## src/rtl/core/set_of_bounded_stacks_assert.svh

```systemverilog
// assertion macros for the set of bounded stacks
`ifndef SET_OF_BOUNDED_STACKS_ASSERT_SVH
`define SET_OF_BOUNDED_STACKS_ASSERT_SVH

// same-cycle implication
`define SOBS_ASSERT_IMP(lbl, clk, rst, ante, cons, msg) \
   lbl: assert property (@(posedge clk) disable iff (rst) (ante) |-> (cons)) \
      else $error(msg);

// next-cycle implication
`define SOBS_ASSERT_NXT(lbl, clk, rst, ante, cons, msg) \
   lbl: assert property (@(posedge clk) disable iff (rst) (ante) |=> (cons)) \
      else $error(msg);

`endif

```

## src/rtl/core/sobs_pkg.sv

```systemverilog
// ----------------------------------------------------------------------------
// sobs_pkg
// Types, sizes and codes shared by the set-of-bounded-stacks modules.
// ----------------------------------------------------------------------------
package sobs_pkg;

   localparam int MAX_STACKS  = 16;
   localparam int MAX_DEPTH   = 16;
   localparam int QUEUE_DEPTH = 2;

   localparam int STACK_W = (MAX_STACKS > 1) ? $clog2(MAX_STACKS) : 1;
   localparam int FILL_W  = $clog2(MAX_DEPTH + 1);
   localparam int CNT_W   = $clog2(MAX_STACKS + 1);
   localparam int ADDR_W  = (MAX_STACKS * MAX_DEPTH > 1) ?
                            $clog2(MAX_STACKS * MAX_DEPTH) : 1;
   localparam int QPTR_W  = $clog2(QUEUE_DEPTH);
   localparam int QCNT_W  = $clog2(QUEUE_DEPTH + 1);

   // fixed field widths
   localparam int WORD_W  = 32;
   localparam int KIND_W  = 2;
   localparam int INDEX_W = 4;
   localparam int STAT_W  = 2;
   localparam int OPEN_W  = 5;
   localparam int CAP_W   = 5;
   localparam int CSR_AW  = 3;
   localparam int CSR_DW  = 32;

   localparam logic [CAP_W-1:0] CAP_RESET = CAP_W'(16);

   // register word indexes
   localparam logic [CSR_AW-3:0] REG_CAPACITY = '0;

   // status codes
   localparam logic [STAT_W-1:0] ST_OK        = 2'd0;
   localparam logic [STAT_W-1:0] ST_EMPTY     = 2'd1;
   localparam logic [STAT_W-1:0] ST_BAD_INDEX = 2'd2;
   localparam logic [STAT_W-1:0] ST_FULL      = 2'd3;

   // request kinds
   localparam logic [KIND_W-1:0] KIND_PUSH      = 2'd0;
   localparam logic [KIND_W-1:0] KIND_POP_LAST  = 2'd1;
   localparam logic [KIND_W-1:0] KIND_POP_NAMED = 2'd2;

   typedef enum logic [1:0] {
      OP_PUSH      = 2'd0,
      OP_POP_LAST  = 2'd1,
      OP_POP_NAMED = 2'd2,
      OP_NOP       = 2'd3
   } op_type;

   typedef struct packed {
      logic [KIND_W-1:0]        kind;
      logic signed [WORD_W-1:0] push_value;
      logic [INDEX_W-1:0]       stack_index;
   } req_type;

   typedef struct packed {
      logic signed [WORD_W-1:0] popped_value;
      logic [STAT_W-1:0]        status;
      logic [OPEN_W-1:0]        open_stacks;
   } rsp_type;

   typedef struct packed {
      op_type                   op;
      logic signed [WORD_W-1:0] value;
      logic [INDEX_W-1:0]       index;
   } item_type;

   typedef struct packed {
      logic     valid;
      item_type item;
   } queue_out_type;

   function automatic logic [ADDR_W-1:0] word_addr(input logic [STACK_W-1:0] s,
                                                   input logic [FILL_W-1:0]  slot);
      word_addr = ADDR_W'(ADDR_W'(s) * ADDR_W'(MAX_DEPTH) + ADDR_W'(slot));
   endfunction

endpackage

```

## src/rtl/core/sobs_front.sv

```systemverilog
// ----------------------------------------------------------------------------
// sobs_front
// Takes request beats, decodes the kind and holds them in a short queue.
// ----------------------------------------------------------------------------
module sobs_front (
   input  logic                    clock,
   input  logic                    reset,
   input  logic                    req_valid,
   output logic                    req_stall,
   input  sobs_pkg::req_type       req_data,
   output sobs_pkg::queue_out_type q,
   input  logic                    q_pop
);
   import sobs_pkg::*;

   item_type          ent_ff [QUEUE_DEPTH];
   logic [QPTR_W-1:0] wr_ptr_ff, wr_ptr_in;
   logic [QPTR_W-1:0] rd_ptr_ff, rd_ptr_in;
   logic [QCNT_W-1:0] cnt_ff, cnt_in;
   logic              push;
   logic              pop;
   item_type          dec;

   assign req_stall = (cnt_ff == QCNT_W'(QUEUE_DEPTH));
   assign push      = req_valid && !req_stall;
   assign pop       = q_pop && (cnt_ff != '0);

   always_comb begin
      dec.value = req_data.push_value;
      dec.index = req_data.stack_index;
      unique case (req_data.kind)
         KIND_PUSH:      dec.op = OP_PUSH;
         KIND_POP_LAST:  dec.op = OP_POP_LAST;
         KIND_POP_NAMED: dec.op = OP_POP_NAMED;
         default:        dec.op = OP_NOP;
      endcase
   end

   always_comb begin
      wr_ptr_in = wr_ptr_ff;
      rd_ptr_in = rd_ptr_ff;
      cnt_in    = cnt_ff;
      if (push) begin
         wr_ptr_in = (wr_ptr_ff == QPTR_W'(QUEUE_DEPTH - 1)) ? '0 : wr_ptr_ff + 1'b1;
      end
      if (pop) begin
         rd_ptr_in = (rd_ptr_ff == QPTR_W'(QUEUE_DEPTH - 1)) ? '0 : rd_ptr_ff + 1'b1;
      end
      if (push && !pop) begin
         cnt_in = cnt_ff + 1'b1;
      end else if (pop && !push) begin
         cnt_in = cnt_ff - 1'b1;
      end
   end

   always_ff @(posedge clock) begin
      if (reset) begin
         wr_ptr_ff <= '0;
         rd_ptr_ff <= '0;
         cnt_ff    <= '0;
      end else begin
         wr_ptr_ff <= wr_ptr_in;
         rd_ptr_ff <= rd_ptr_in;
         cnt_ff    <= cnt_in;
      end
   end

   always_ff @(posedge clock) begin
      if (push) begin
         ent_ff[wr_ptr_ff] <= dec;
      end
   end

   assign q.valid = (cnt_ff != '0);
   assign q.item  = ent_ff[rd_ptr_ff];

endmodule

```

## config.mk

```make
export PLATFORM = sky130hd
export DESIGN_NAME = sobs_front
export DESIGN_NICKNAME = d
export VERILOG_FILES = /design/src/rtl/core/set_of_bounded_stacks_assert.svh /design/src/rtl/core/sobs_pkg.sv /design/src/rtl/core/sobs_front.sv
export SDC_FILE = /design/constraint.sdc
export NUM_CORES = 1
export LEC_CHECK = 0
export BUFFER_PORTS_ARGS = -buffer_cell sky130_fd_sc_hd__buf_2
export CORE_MARGIN = 3
export CORE_UTILIZATION = 50
export CTS_BUF_LIST = sky130_fd_sc_hd__clkbuf_4 sky130_fd_sc_hd__clkbuf_8
export DETAILED_ROUTE_END_ITERATION = 6
export PLACE_DENSITY = 0.77
export SLEW_MARGIN = 10
export SYNTH_ARGS = -nofsm -noshare
export SYNTH_HDL_FRONTEND = slang
export SYNTH_SLANG_ARGS = --single-unit
```

## constraint.sdc

```tcl
create_clock -name clock -period 2.2 [get_ports clock]
set_input_delay 0.11 -clock clock [delete_from_list [all_inputs] [get_ports clock]]
set_output_delay 0.11 -clock clock [all_outputs]
set_load 0.02 [all_outputs]
```

# After elaboration in Yosys (flattened, before gate mapping)
# Memory sizes are Yosys's and may differ from the RTL's. A register that Yosys moved wholly into a read port is not among the register bits.
# Cells that the tools add are included.
word_totals:
  romBits: 0
  memories: 1
  wordCells: 30
  reg_bits: 4
  ram_bits: 76
  latchBits: 0
op_classes:
  mul: 0
  n_addsub: 4
  n_reduce_logical: 10
  magnitude_cmp: 0
  n_bitwise: 0
  eq_ne: 3
  n_mux: 9
  n_div: 0
  shifts: 0
mem_list:
  columns: ["name", "words", "width", "rd", "rd_clocked_by_memory_dff", "wr", "line_no", "text"]
  rows:
  - ["ent_ff", 2, 38, 1, 1, 1, "sobs_front.sv:16", "item_type ent_ff [QUEUE_DEPTH];"]
ops:
  columns: ["op", "count"]
  rows:
  - ["$mux W1", 6]
  - ["$pmux W2 S3", 1]
  - ["$eq A2 B2 Y1 const B", 2]
  - ["$logic_and A1 B1 Y1", 4]
  - ["$mux W2", 2]
  - ["$reduce_bool A2 Y1", 2]
  - ["$logic_not A1 Y1", 3]
  - ["$add A1 B1 Y1 const B", 2]
  - ["$add A2 B1 Y2 const B", 1]
  - ["$eq A2 B1 Y1 const B", 1]
  - ["$logic_not A2 Y1", 1]
  - ["$sub A2 B1 Y2 const B", 1]

# Logic depth before layout (Yosys ltp)
depth:
  word_depth: 7
  mapped_depth: 6
  ltp_nobuf: 6

# Least setup slack after synthesis
# Ideal clock, no wire load.
synth_path:
  kind: "reg-to-reg"
  from: "register cnt_ff[1]"
  to: "memory ent_ff[0][0] in the netlist's numbering (enable)"
  path_slack_ps: 207
  path_buffers: 0
  path_stages_with_launch: 4
  t_arrival_ps: 1600
  synth_period_minus_slack_ps: 1993
  setup_ps: 393
  path_cell_list: "dfxtp_1 > nor2b_2 > or3_1 > inv_1"
synth_between:
  elab_chain_len: 5
synth_rtl:
  columns: ["element", "line_no", "text"]
  rows:
  - ["from (decl)", "sobs_front.sv:19", "logic [QCNT_W-1:0] cnt_ff, cnt_in;"]
  - ["from (signal assigned)", "sobs_front.sv:64", "cnt_ff <= cnt_in;"]
  - ["$eq A2 B2 Y1", "sobs_front.sv:24", "assign req_stall = (cnt_ff == QCNT_W'(QUEUE_DEPTH));"]
  - ["net req_stall", "sobs_front.sv:9", "output logic req_stall,"]
  - ["$logic_not A1 Y1", "sobs_front.sv:25", "assign push = req_valid && !req_stall;"]
  - ["$logic_and A1 B1 Y1", "sobs_front.sv:25", null]
  - ["$mux W1", "sobs_front.sv:69", "if (push) begin"]
  - ["$mux W1 (not written as such)", "sobs_front.sv:70", "ent_ff[wr_ptr_ff] <= dec;"]
  - ["to (decl)", "sobs_front.sv:16", null]
# The timed path passes the listed nets, and every way through them passes these cells.

==> results.md <==
* # setup viols final at 0
* Hold crit path type: in -> reg
* Final setup TNS at 0 ns
* Initial Util at 0.5288
* Die area at 6891 sq um
* CTS tree: built
* R2R depth at 4
* Avg WL per Cell at 15.14 um
* Crit. End Element: output port
* CP max stage cell: mux2_2
* CP Data Arrival Time at 1.45 ns
* Post-layout min period at 1.565 ns
* H-tree depth at 3
* Core area at 5608 sq um
* Final period utilization at 0.7112
* Initial antenna violation count at 0
* RSZ-0062 raised after global routing: false
* Global-route wire length before repair at 8.549 mm
* Main flop type after synthesis: edfxtp_1
* Die Width at 83.01 um
* Pwr Density at 1097 nW/um^2
* Post-DRT Antenna Nets at 0
* Synth unique cells at 16
* R2r setup slk at 0.68 ns
* Post-synthesis instance area at 2965 sq um
* Layout area overhead at 38.14%
* Global Route Usage Sum at 0.1606
* EDFF count, synth at 76
* CTS sink cnt at 81
* Pre-CTS setup slack at 0.6863 ns
* Warnings from Yosys at 0
* Leakage power at 1.569 nW
* Max Clock Freq at 0.6392 GHz
* GRT Residual Overflow at 0
* Slowest cell delay on critical path at 0.38 ns
* Worst-path clk slew at 0.07 ns
* WP data required at 2.09 ns
* CTS Buf Count at 9
* Num ports at 82
* Max-Cap Viols at 0
* R2r endpoint: cnt_ff[1]
* Clk_lat worst skew at 0.34 ns
* Die Y at 83.01 um
* Synthesized flop and latch total at 81
* Largest net degree at the start of global routing at 39
* Post-synthesis cell count at 145
* Root buffer cell: clkbuf_8
* Initial DRC Count at 88
* Port buffer count at 81
* Routed via count at 1697
* Sequential cell area fraction in the yosys report at 0.8034
* Hold Crit Start: req_valid
* Final-report hold violation count at 0
* Nets at 316
* Total power at 4.495 mW
* Outcome: finished, final reports clean
* Syn nets at 188
* Post_cts resized at 0
* Largest delay share family, worst path: multiplexers
* Buffers and inverters on the worst path at 2
* Max-slew violation count at 0
* VDD IR-drop max at 0.0007105 V
* Post-CTS Setup Bufs at 0
* GP Congestion at 0.7089
* Drt via density at 4.849
* Vias in the first global route at 1727
* Reg2reg start: cnt_ff[0]
* Setup ws final at 0.6354 ns
* Syn_area_per_cell at 20.45 sq um
* Worst path cell trace: buf_12, mux2_2, buf_2
* DP Wirelength at 3.137 mm
* Max_slew headroom at 0.8043
* Diodes inserted at 0
* Rows at 27
* Post-route DRC at 0
* Skew final at 0.007130 ns
* Layout cells sized above 1 at 0.5072
* Hold Path Depth at 4
* Drt total wl at 5.299 mm
* Crit-path max FO at 38
* CTS max path bufs at 2
* Crit Path Class: reg -> out
* CP startpoint kind: flop
* 1st-pass router iterations at 4
* Hold path endpoint: wr_ptr_ff
* Slew @ Worst Pin at 0.2905 ns
* FFs w/ async S/R, synth at 0
* Total of fill cells in the finished design at 353
## cell type report
cell class                      count  area [sq um]  share of cell area
Clock buffer                        9         123.9             0.03024
Clock inverter                      7         93.84             0.02291
Inverter                            2         7.507            0.001833
Multi-Input combinational cell     56         541.8              0.1323
Sequential cell                    81          2384              0.5819
Tap cell                           72         90.09             0.02199
Timing Repair Buffer              123         855.8              0.2089
## placed cells by master (no fill, tap or decap), types with 2 or more instances in the layout
master / synthesis / final
a21oi_1: 2 / 2
buf_12: 0 / 3
buf_2: 1 / 81
bufinv_16: 0 / 2
clkbuf_8: 0 / 9
dfxtp_1: 5 / 4
dlygate4sd3_1: 0 / 39
edfxtp_1: 76 / 76
inv_1: 2 / 2
mux2_2: 38 / 38
nor2_1: 4 / 4
o21ai_0: 3 / 3
or3_1: 2 / 2
xor2_1: 3 / 3
## cell families after synthesis
logic type,Yosys count,share of synthesized area
DFF,81,0.8034
muxes,38,0.1443
and+or+nand+nor,9,0.01646
buffers and inverters,8,0.01435
AOI/OAI and AO/OA,5,0.008437
xor gates and xnor gates,3,0.008862
adders and majority gates,1,0.004219
## synthesized netlist by cell type (2+ instances only)
cell / number / share of area
a21oi_1: 2 / 0.0034
buf_4: 3 / 0.0076
clkbuf_1: 2 / 0.0025
dfxtp_1: 5 / 0.034
edfxtp_1: 76 / 0.77
inv_1: 2 / 0.0025
mux2_2: 38 / 0.14
nor2_1: 4 / 0.0051
o21ai_0: 3 / 0.0051
or3_1: 2 / 0.0042
xor2_1: 3 / 0.0089
## metrics by stage
stage / instances / utilization / instance area [sq um] / hold WS [ns]
after floorplan: 145 / - / 2965 / 0.1791
after global placement: 295 / 0.6220 / 3488 / 0.2987
after detailed placement: 295 / 0.6220 / 3488 / 0.3014
after CTS: 350 / 0.7305 / 4096 / 0.1235
after global routing: 350 / 0.7305 / 4096 / 0.1853
final: 350 / 0.7305 / 4096 / 0.1597
## worst reg2reg max path: stages (launching register included)
cell and delay [ns]:
dfxtp_1 0.36, o21ai_0 0.28, ha_1 0.32, or3_1 0.36, a21oi_1 0.14
## repair_timing
action,CTS,global route
hold endpoints to repair,81,0
setup endpoints to repair,0,0
hold buffers,39,0
## state kept, by name, summed over array words and instances, names as in the netlist, named ones only
signal and flops:
wr_ptr_ff 1, rd_ptr_ff 1, cnt_ff 2, ent_ff 76
## report_power, final
part	switching, mW	internal, mW
combinational	0.764	0.582
clock	0.510	0.639
sequential	0.0621	1.94
## per-layer routing
metal / up-vias / track usage / part of all wire
met2: 56 / 0.2507 / 0.50
li1: 813 / - / -
met3: 15 / 0.04266 / 0.046
met4: 0 / 0.1070 / 0.033
met5: - / 0 / 0
met1: 813 / 0.1961 / 0.42
## worst max path at each step
stage / from / end / cells after the start
after floorplan: cnt_ff[1] / ent_ff[0][0] / 3
after global placement: cnt_ff[1] / ent_ff[0][9] / 4
after detailed placement: cnt_ff[0] / cnt_ff[1] / 4
after CTS: flop / q[28] / 3
after global routing: flop / q[14] / 3
final: flop / q[31] / 3
Note: power is estimated with default switching activity, not from simulation.
