File: src/rtl/core/set_of_bounded_stacks_assert.svh
// assertion macros for the set of bounded stacks
`ifndef SET_OF_BOUNDED_STACKS_ASSERT_SVH
`define SET_OF_BOUNDED_STACKS_ASSERT_SVH

// same-cycle implication
`define SOBS_ASSERT_IMP(lbl, clk, rst, ante, cons, msg) \
   lbl: assert property (@(posedge clk) disable iff (rst) (ante) |-> (cons)) \
      else $error(msg);

// next-cycle implication
`define SOBS_ASSERT_NXT(lbl, clk, rst, ante, cons, msg) \
   lbl: assert property (@(posedge clk) disable iff (rst) (ante) |=> (cons)) \
      else $error(msg);

`endif

File: src/rtl/core/sobs_pkg.sv
// ----------------------------------------------------------------------------
// sobs_pkg
// Types, sizes and codes shared by the set-of-bounded-stacks modules.
// ----------------------------------------------------------------------------
package sobs_pkg;

   localparam int MAX_STACKS  = 16;
   localparam int MAX_DEPTH   = 16;
   localparam int QUEUE_DEPTH = 2;

   localparam int STACK_W = (MAX_STACKS > 1) ? $clog2(MAX_STACKS) : 1;
   localparam int FILL_W  = $clog2(MAX_DEPTH + 1);
   localparam int CNT_W   = $clog2(MAX_STACKS + 1);
   localparam int ADDR_W  = (MAX_STACKS * MAX_DEPTH > 1) ?
                            $clog2(MAX_STACKS * MAX_DEPTH) : 1;
   localparam int QPTR_W  = $clog2(QUEUE_DEPTH);
   localparam int QCNT_W  = $clog2(QUEUE_DEPTH + 1);

   // fixed field widths
   localparam int WORD_W  = 32;
   localparam int KIND_W  = 2;
   localparam int INDEX_W = 4;
   localparam int STAT_W  = 2;
   localparam int OPEN_W  = 5;
   localparam int CAP_W   = 5;
   localparam int CSR_AW  = 3;
   localparam int CSR_DW  = 32;

   localparam logic [CAP_W-1:0] CAP_RESET = CAP_W'(16);

   // register word indexes
   localparam logic [CSR_AW-3:0] REG_CAPACITY = '0;

   // status codes
   localparam logic [STAT_W-1:0] ST_OK        = 2'd0;
   localparam logic [STAT_W-1:0] ST_EMPTY     = 2'd1;
   localparam logic [STAT_W-1:0] ST_BAD_INDEX = 2'd2;
   localparam logic [STAT_W-1:0] ST_FULL      = 2'd3;

   // request kinds
   localparam logic [KIND_W-1:0] KIND_PUSH      = 2'd0;
   localparam logic [KIND_W-1:0] KIND_POP_LAST  = 2'd1;
   localparam logic [KIND_W-1:0] KIND_POP_NAMED = 2'd2;

   typedef enum logic [1:0] {
      OP_PUSH      = 2'd0,
      OP_POP_LAST  = 2'd1,
      OP_POP_NAMED = 2'd2,
      OP_NOP       = 2'd3
   } op_type;

   typedef struct packed {
      logic [KIND_W-1:0]        kind;
      logic signed [WORD_W-1:0] push_value;
      logic [INDEX_W-1:0]       stack_index;
   } req_type;

   typedef struct packed {
      logic signed [WORD_W-1:0] popped_value;
      logic [STAT_W-1:0]        status;
      logic [OPEN_W-1:0]        open_stacks;
   } rsp_type;

   typedef struct packed {
      op_type                   op;
      logic signed [WORD_W-1:0] value;
      logic [INDEX_W-1:0]       index;
   } item_type;

   typedef struct packed {
      logic     valid;
      item_type item;
   } queue_out_type;

   function automatic logic [ADDR_W-1:0] word_addr(input logic [STACK_W-1:0] s,
                                                   input logic [FILL_W-1:0]  slot);
      word_addr = ADDR_W'(ADDR_W'(s) * ADDR_W'(MAX_DEPTH) + ADDR_W'(slot));
   endfunction

endpackage

File: src/rtl/core/sobs_csr.sv
// ----------------------------------------------------------------------------
// sobs_csr
// Capacity register on the APB-style port, with the clamped working value.
// ----------------------------------------------------------------------------
module sobs_csr (
   input  logic                        clock,
   input  logic                        reset,
   input  logic                        psel,
   input  logic                        penable,
   input  logic                        pwrite,
   input  logic [sobs_pkg::CSR_AW-1:0] paddr,
   input  logic [sobs_pkg::CSR_DW-1:0] pwdata,
   output logic [sobs_pkg::CSR_DW-1:0] prdata,
   output logic                        pready,
   output logic [sobs_pkg::FILL_W-1:0] cap_eff
);
   import sobs_pkg::*;

   logic [CAP_W-1:0] cap_ff;
   logic [CAP_W-1:0] cap_in;
   logic             is_cap;

   assign pready = 1'b1;
   assign is_cap = (paddr[CSR_AW-1:2] == REG_CAPACITY);

   always_comb begin
      cap_in = cap_ff;
      if (psel && penable && pwrite && pready && is_cap) begin
         cap_in = pwdata[CAP_W-1:0];
      end
   end

   always_ff @(posedge clock) begin
      if (reset) begin
         cap_ff <= CAP_RESET;
      end else begin
         cap_ff <= cap_in;
      end
   end

   always_comb begin
      prdata = '0;
      if (is_cap) begin
         prdata = CSR_DW'(cap_ff);
      end
   end

   // zero acts as one, anything past the slot count acts as the slot count
   always_comb begin
      if (cap_ff == '0) begin
         cap_eff = FILL_W'(1);
      end else if (32'(cap_ff) > 32'(MAX_DEPTH)) begin
         cap_eff = FILL_W'(MAX_DEPTH);
      end else begin
         cap_eff = FILL_W'(cap_ff);
      end
   end

endmodule

File: config.mk
export PLATFORM = sky130hd
export DESIGN_NAME = sobs_csr
export DESIGN_NICKNAME = d
export VERILOG_FILES = /design/src/rtl/core/set_of_bounded_stacks_assert.svh /design/src/rtl/core/sobs_pkg.sv /design/src/rtl/core/sobs_csr.sv
export SDC_FILE = /design/constraint.sdc
export NUM_CORES = 1
export LEC_CHECK = 0
export BUFFER_PORTS_ARGS = -buffer_cell sky130_fd_sc_hd__buf_2
export CORE_UTILIZATION = 31
export DETAILED_ROUTE_END_ITERATION = 6
export GPL_TIMING_DRIVEN = 1
export PLACE_DENSITY = 0.84
export SYNTH_ARGS = -nofsm -noshare
export SYNTH_HDL_FRONTEND = slang
export SYNTH_SLANG_ARGS = --single-unit
File: constraint.sdc
create_clock -name clock -period 2.1 [get_ports clock]
set_clock_uncertainty 0.2 [all_clocks]
set_input_delay 0.42 -clock clock [delete_from_list [all_inputs] [get_ports clock]]
set_output_delay 0.42 -clock clock [all_outputs]
set_load 0.05 [all_outputs]
==> Yosys cells after proc, flatten, opt, wreduce, memory -nomap -nowiden <==
Index checks and enable logic that the tools add are counted.
Widths: inputs -> output; s select.
{ "word_totals": {"register_bits": 5, "word_cells": 10} }
{ "op_classes": {"n_lt_le_gt_ge": 1, "muxes": 3, "bitwise_logic": 1, "n_reduce_logical": 4} }
{ "ops": {"columns": ["op", "count"], "rows": [
  ["$mux 5", 3],
  ["$gt 5x5->1 const B", 1],
  ["$logic_not 5->1", 1],
  ["$logic_and 1x1->1", 3],
  ["$not 1->1", 1]
]} }

==> Longest topological paths before layout <==
Gate-level depths: netlist of run 1.
{ "logic_depth": {"word_depth": 3, "mapped_depth": 3, "mapped_depth_nobuf": 2} }

==> Worst setup path before layout of run 1 <==
No wires, ideal clock.
{ "synth_timing": {"kind": "flip-flop to output port", "startpoint": "register cap_ff[3]", "endpoint": "output cap_eff[0] (netlist name)", "t_arrival_ns": 1.452, "required_time_ns": 1.480, "path_slack_ns": 0.028, "path_stages_with_launch": 3, "path_buffers": 0, "cell_sequence": "dfxtp_1 or3_1 a21oi_1"} }
{ "synth_via": {"elab_chain_len": 3, "elab_cells_between_ends": 4, "classes_between": "order compare (1); mux (2); reduce/logical (1)"} }
{ "synth_lines": {"columns": ["element", "line_no", "text"], "rows": [
  ["start: declaration", "sobs_csr.sv:19", "logic [CAP_W-1:0] cap_ff;"],
  ["start signal: assignment", "sobs_csr.sv:37", "cap_ff <= cap_in;"],
  ["$gt 5x5->1", "sobs_csr.sv:52", "end else if (32'(cap_ff) > 32'(MAX_DEPTH)) begin"],
  ["$mux 5", "sobs_csr.sv:52", null],
  ["$mux 5 (*)", "sobs_csr.sv:50", "if (cap_ff == '0) begin"],
  ["end: declaration", "sobs_csr.sv:15", "output logic [sobs_pkg::FILL_W-1:0] cap_eff"]
]} }
Every way passes the cells marked *; elsewhere a longest branch is shown, timed or not.

==> Final worst setup path of run 1 <==
Ends and elaborated chain as after synthesis.

==> results.cfg, run 1 <==
[timing]
fin_setup_tns_ns = 0
setup_violations = 0
max_freq_ghz = 0.507
finalHoldViolations = 0
slew_viol_final = 0
rsz0062_at_grt = no
period_share = 0.939
period_minus_slack_ns = 1.97

[floorplan]
die_h_um = 43.2
design.core.area_mm2 = 0.00154
fp.dieW_um = 43.2
die-area_mm2 = 0.00187
initial_utilization = 0.342
rows = 14
io_pins = 78

[finish]
area_growth_pct = 2.85
top_register = cap_ff
drive_above_1_share = 0.321
fin_nets = 125
largest_registers = cap_ff x5
postLayoutCellArea_um2 = 542
largest_reg_flops = 5
n_antenna_cell = 0
post-route-util = 0.351

[clocking]
cts_resized = 0
post_cts_buffers = 0
clock_latency_ns = 0.25
cts-root-buf = clkbuf_4
clkTransAtPathRegs_ns = 0.04
tritoncts = yes
clock_sinks = 5
numCtsBuffers = 3
clockBufferDepth = 2
ctsHoldBuffers = 0
h-tree-depth = 1

[critical_path]
r2r_cells = 2
startpoint_type = flip-flop
cp.arrival_ns = 1.35
cp.required_ns = 1.48
r2r_slack_ns = 1.24
r2r_start = cap_ff[4]
reg2reg_to = cap_ff[4]
endpoint_kind = primary output
path_max_fanout = 4
worstSetupPathType = flip-flop to primary output

[worst_hold_path]
hold_depth = 3
min_from = pwdata[4]
hold_class = input pin to flip-flop
whs_endpoint = cap_ff[4]

[synth]
yosys-top-cells-area = buf_4, dfxtp_1, mux2i_1, nand2b_1, and2b_2
synth_top_cell_by_area = buf_4
avgSynthCellArea_um2 = 8.10
syn_area_um2 = 527
synth_top_cell_area_share = 0.399
synthCells = 65
synth_cell_types = 15
yosys_warnings = 0
synth.ff_latch_count = 5
seq_area_frac_synth = 0.190

[power_and_ir_drop]
intPower_mw = 0.187
pwr-share-comb = 0.407
power.density_mw_per_mm2 = 665
switching_share = 0.482
vdd_drop_max_v = 0.000200
p_leak_nw = 0.306
power_frac_seq = 0.276
power.switching_mw = 0.174
clkPwrFrac = 0.317

[placed_design]
port_buffers = 20
gp_congestion = 0.623
place_area_um2 = 515

[detailed_routing]
avgRoutedWirePerCell_um = 8.00
first_iter_violations = 3
vias = 370
viasPerCell = 3.70
wl_um = 800
ant_nets = 0
first_pass_iters = 4
post-route-drc-count = 0

[global_routing]
grt_max_degree = 11
grt-ovfl-total = 0
grt_pass1_vias = 280
antenna_found_initial = 0
grt_use_total = 0.0917
grt_pass1_wl_um = 1170

[job]
cap_violations = 0

[status]
outcome = finished clean
cells in the final DEF (no fill, tap or decap):
cell type  netlist  layout
buf_2            0      20
or3_1            1       1
inv_1            1       1
nor2_1           3       3
clkbuf_1         1       1
and4b_1          1       1
and2b_2          4       4
dfxtp_1          5       5
clkbuf_4         0       3
conb_1           2      28
a21oi_1          1       1
nand2b_1         8       8
mux2i_1          5       5
nor2b_1          3       3
area by class of cell:
| type | instances | area, µm² |
|---|---|---|
| Clock buffer | 4 | 26.3 |
| Fill cell | 180 | 1000 |
| Inverter | 1 | 3.75 |
| Multi-Input combinational cell | 54 | 292 |
| Sequential cell | 5 | 100 |
| Tap cell | 16 | 20.0 |
| Timing Repair Buffer | 20 | 100 |
logic make-up (layout without fill, tap and decap cells):
| group | Yosys count | after routing | synth area share |
|---|---|---|---|
| flops | 5 | 5 | 0.190 |
| mux | 5 | 5 | 0.0950 |
| simple gates | 20 | 20 | 0.249 |
| buf+inv | 32 | 25 | 0.442 |
| other cells | 2 | 28 | 0.0143 |
| compound gates | 1 | 1 | 0.00949 |
critical path: stages (launching register included):
cell,delay [ns]
dfxtp_1,0.32
or3_1,0.36
a21oi_1,0.15
buf_2,0.28
power groups by stage:
| stage | combinational [mW] | sequential [mW] | clock [mW] |
|---|---|---|---|
| 3_3_place_gp | 0.146 | 0.101 | 0 |
| 6_report | 0.147 | 0.0993 | 0.114 |
| 5_1_grt | 0.154 | 0.0995 | 0.125 |
| 3_5_place_dp | 0.147 | 0.101 | 0 |
| 4_1_cts | 0.147 | 0.0993 | 0.119 |
| 2_1_floorplan | 0.175 | 0.100 | 0 |
per-layer routing:
| layer | global-route usage | vias to the layer above | share of wire |
|---|---|---|---|
| met4 | 0.109 | 0 | 0.046 |
| met1 | 0.0818 | 152 | 0.35 |
| met5 | 0 | - | 0 |
| met2 | 0.137 | 34 | 0.48 |
| met3 | 0.0426 | 5 | 0.12 |
| li1 | - | 179 | - |
worst max path at each step:
stage,start,cells after the start,to
3_3_place_gp,cap_ff[3],3,cap_eff[0]
4_1_cts,cap_ff[3],3,cap_eff[0]
2_1_floorplan,cap_ff[3],2,cap_eff[0]
5_1_grt,cap_ff[3],3,cap_eff[0]
6_report,cap_ff[3],3,cap_eff[0]
3_5_place_dp,cap_ff[3],3,cap_eff[0]
cells in the mapped netlist:
library cell / count
dfxtp_1: 5
nor2_1: 3
and2b_2: 4
nor2b_1: 3
buf_1: 1
nand2b_1: 8
buf_4: 28
clkbuf_1: 1
inv_1: 1
mux2i_1: 5
or3_1: 1
buf_6: 1
a21oi_1: 1
conb_1: 2
and4b_1: 1
per-stage QoR:
stage	worst slack [ns]	hold slack, ns	std cells	total power, mW
2_1_floorplan	0.0276	0.249	91	0.276
3_3_place_gp	0.398	0.259	96	0.247
3_5_place_dp	0.386	0.280	96	0.248
4_1_cts	0.117	0.231	100	0.365
5_1_grt	0.0453	0.241	100	0.378
6_report	0.127	0.230	100	0.360
No activity file was read; power rests on OpenSTA's default activity.
==> run 2, diff against run 1 <==
--- a/config.mk
+++ b/config.mk
@@ -10,6 +10,7 @@
 export DETAILED_ROUTE_END_ITERATION = 6
 export GPL_TIMING_DRIVEN = 1
 export PLACE_DENSITY = 0.84
+export REMOVE_ABC_BUFFERS = 1
 export SYNTH_ARGS = -nofsm -noshare
 export SYNTH_HDL_FRONTEND = slang
 export SYNTH_SLANG_ARGS = --single-unit
==> run 2 against run 1 <==
  * Sequential share of layout area did not move
  * Critical path type unchanged
  * Routed wire length fell by 7.9%
  * Highest routed layer is now met3
  * Sequential power barely moved
  * Core utilization did not move
  * Clock-buffer cell count did not move
==> results.cfg, run 2 (synthesis gave the netlist of run 1 again) <==
[status]
outcome = finished clean

[job]
cap_violations = 0

[floorplan]
die_h_um = 43.2
io_pins = 78
initial_utilization = 0.342
fp.dieW_um = 43.2
die-area_mm2 = 0.00187
rows = 14
design.core.area_mm2 = 0.00154

[clocking]
numCtsBuffers = 3
post_cts_buffers = 0
tritoncts = yes
clock_sinks = 5
ctsHoldBuffers = 0
clockBufferDepth = 2
clock_latency_ns = 0.24
cts-root-buf = clkbuf_4
clkTransAtPathRegs_ns = 0.04
h-tree-depth = 1
cts_resized = 0

[critical_path]
path_max_fanout = 4
critPathMaxStageDelay_ns = 0.37
startpoint_type = flip-flop
reg2reg_to = cap_ff[4]
cp.required_ns = 1.48
cp.arrival_ns = 1.33
r2r_start = cap_ff[4]
r2r_cells = 2
endpoint_kind = primary output
cp_cell_sequence = or3_1, a21oi_1, buf_2
crit_slowest_cell = or3_1
worstSetupPathType = flip-flop to primary output
r2r_slack_ns = 1.22

[power_and_ir_drop]
p_leak_nw = 0.306
power.density_mw_per_mm2 = 656
vdd_drop_max_v = 0.000241
total_power_mw = 0.355

[timing]
slew_viol_final = 0
finalHoldViolations = 0
period_share = 0.929
max_freq_ghz = 0.513
holdWs_ns = 0.239
rsz0062_at_grt = no
setup_violations = 0
period_minus_slack_ns = 1.95
timing.final.ws_setup_ns = 0.149
fin_setup_tns_ns = 0

[finish]
largest_reg_flops = 5
drive_above_1_share = 0.321
post-route-util = 0.351
final_common_cell = conb_1
n_antenna_cell = 0
most-common-layout-cells = conb_1, buf_2, nand2b_1, mux2i_1, dfxtp_1
seq_area_um2 = 100
fin_nets = 125
postLayoutCellArea_um2 = 542
num-fill-cells = 167
area_growth_pct = 2.85
final_cell_count_no_fill = 100
multi_input_area_um2 = 292
largest_registers = cap_ff x5
top_register = cap_ff

[detailed_routing]
top_layer_used = met3
avgRoutedWirePerCell_um = 7.37
dr_wl_met2_um = 331
ant_nets = 0
post-route-drc-count = 0
vias = 352
wl_met1_um = 312
first_iter_violations = 4
first_pass_iters = 3
viasPerCell = 3.52
wl_met3_um = 93
wl_um = 737

[worst_hold_path]
hold_depth = 3
min_from = pwdata[0]
whs_endpoint = cap_ff[0]
hold_class = input pin to flip-flop

[global_routing]
grt_pass1_vias = 271
grt_pass1_wl_um = 1090
grt-ovfl-total = 0
grt_max_degree = 11
antenna_found_initial = 0
grt_use_total = 0.0858

[placed_design]
place_area_um2 = 515
dp.cells = 96
post-place-ws_ns = 0.405
dpl.hpwl_um = 630
port_buffers = 20
gp_congestion = 0.684
[run 2: cell counts in the layout (fill, tap and decap cells not counted)]
No cell type changed its count.
[run 2: where the power goes]
group	internal [mW]	switching, mW
clock	0.0717	0.0375
combinational	0.0172	0.130
sequential	0.0974	0.00185
total	0.186	0.169
[run 2: final cells by class]
class / instances / area share
well taps: 16 / 0.0370
multi-input cells: 54 / 0.538
inverters: 1 / 0.00693
repair buffers: 20 / 0.185
clock buffers: 4 / 0.0485
flip-flops and latches: 5 / 0.185
[run 2: metal layers]
layer / global-route usage / up-vias
li1: - / 179
met1: 0.0925 / 143
met2: 0.107 / 30
met3: 0.0511 / 0
met4: 0.0909 / 0
met5: 0 / -
[run 2: worst max-delay path by stage]
stage / depth (start not counted) / startpoint / to
2_1_floorplan: 2 / cap_ff[3] / cap_eff[0]
3_3_place_gp: 3 / cap_ff[3] / cap_eff[0]
3_5_place_dp: 3 / cap_ff[3] / cap_eff[0]
4_1_cts: 3 / cap_ff[3] / cap_eff[0]
5_1_grt: 3 / cap_ff[3] / cap_eff[0]
6_report: 3 / cap_ff[3] / cap_eff[0]
[run 2: critical path: cells and delay by family, from the launching register on]
family	cells	cell delay, ns
buf+inv	1	0.27
flops	1	0.31
simple gates	1	0.37
compound gates	1	0.14
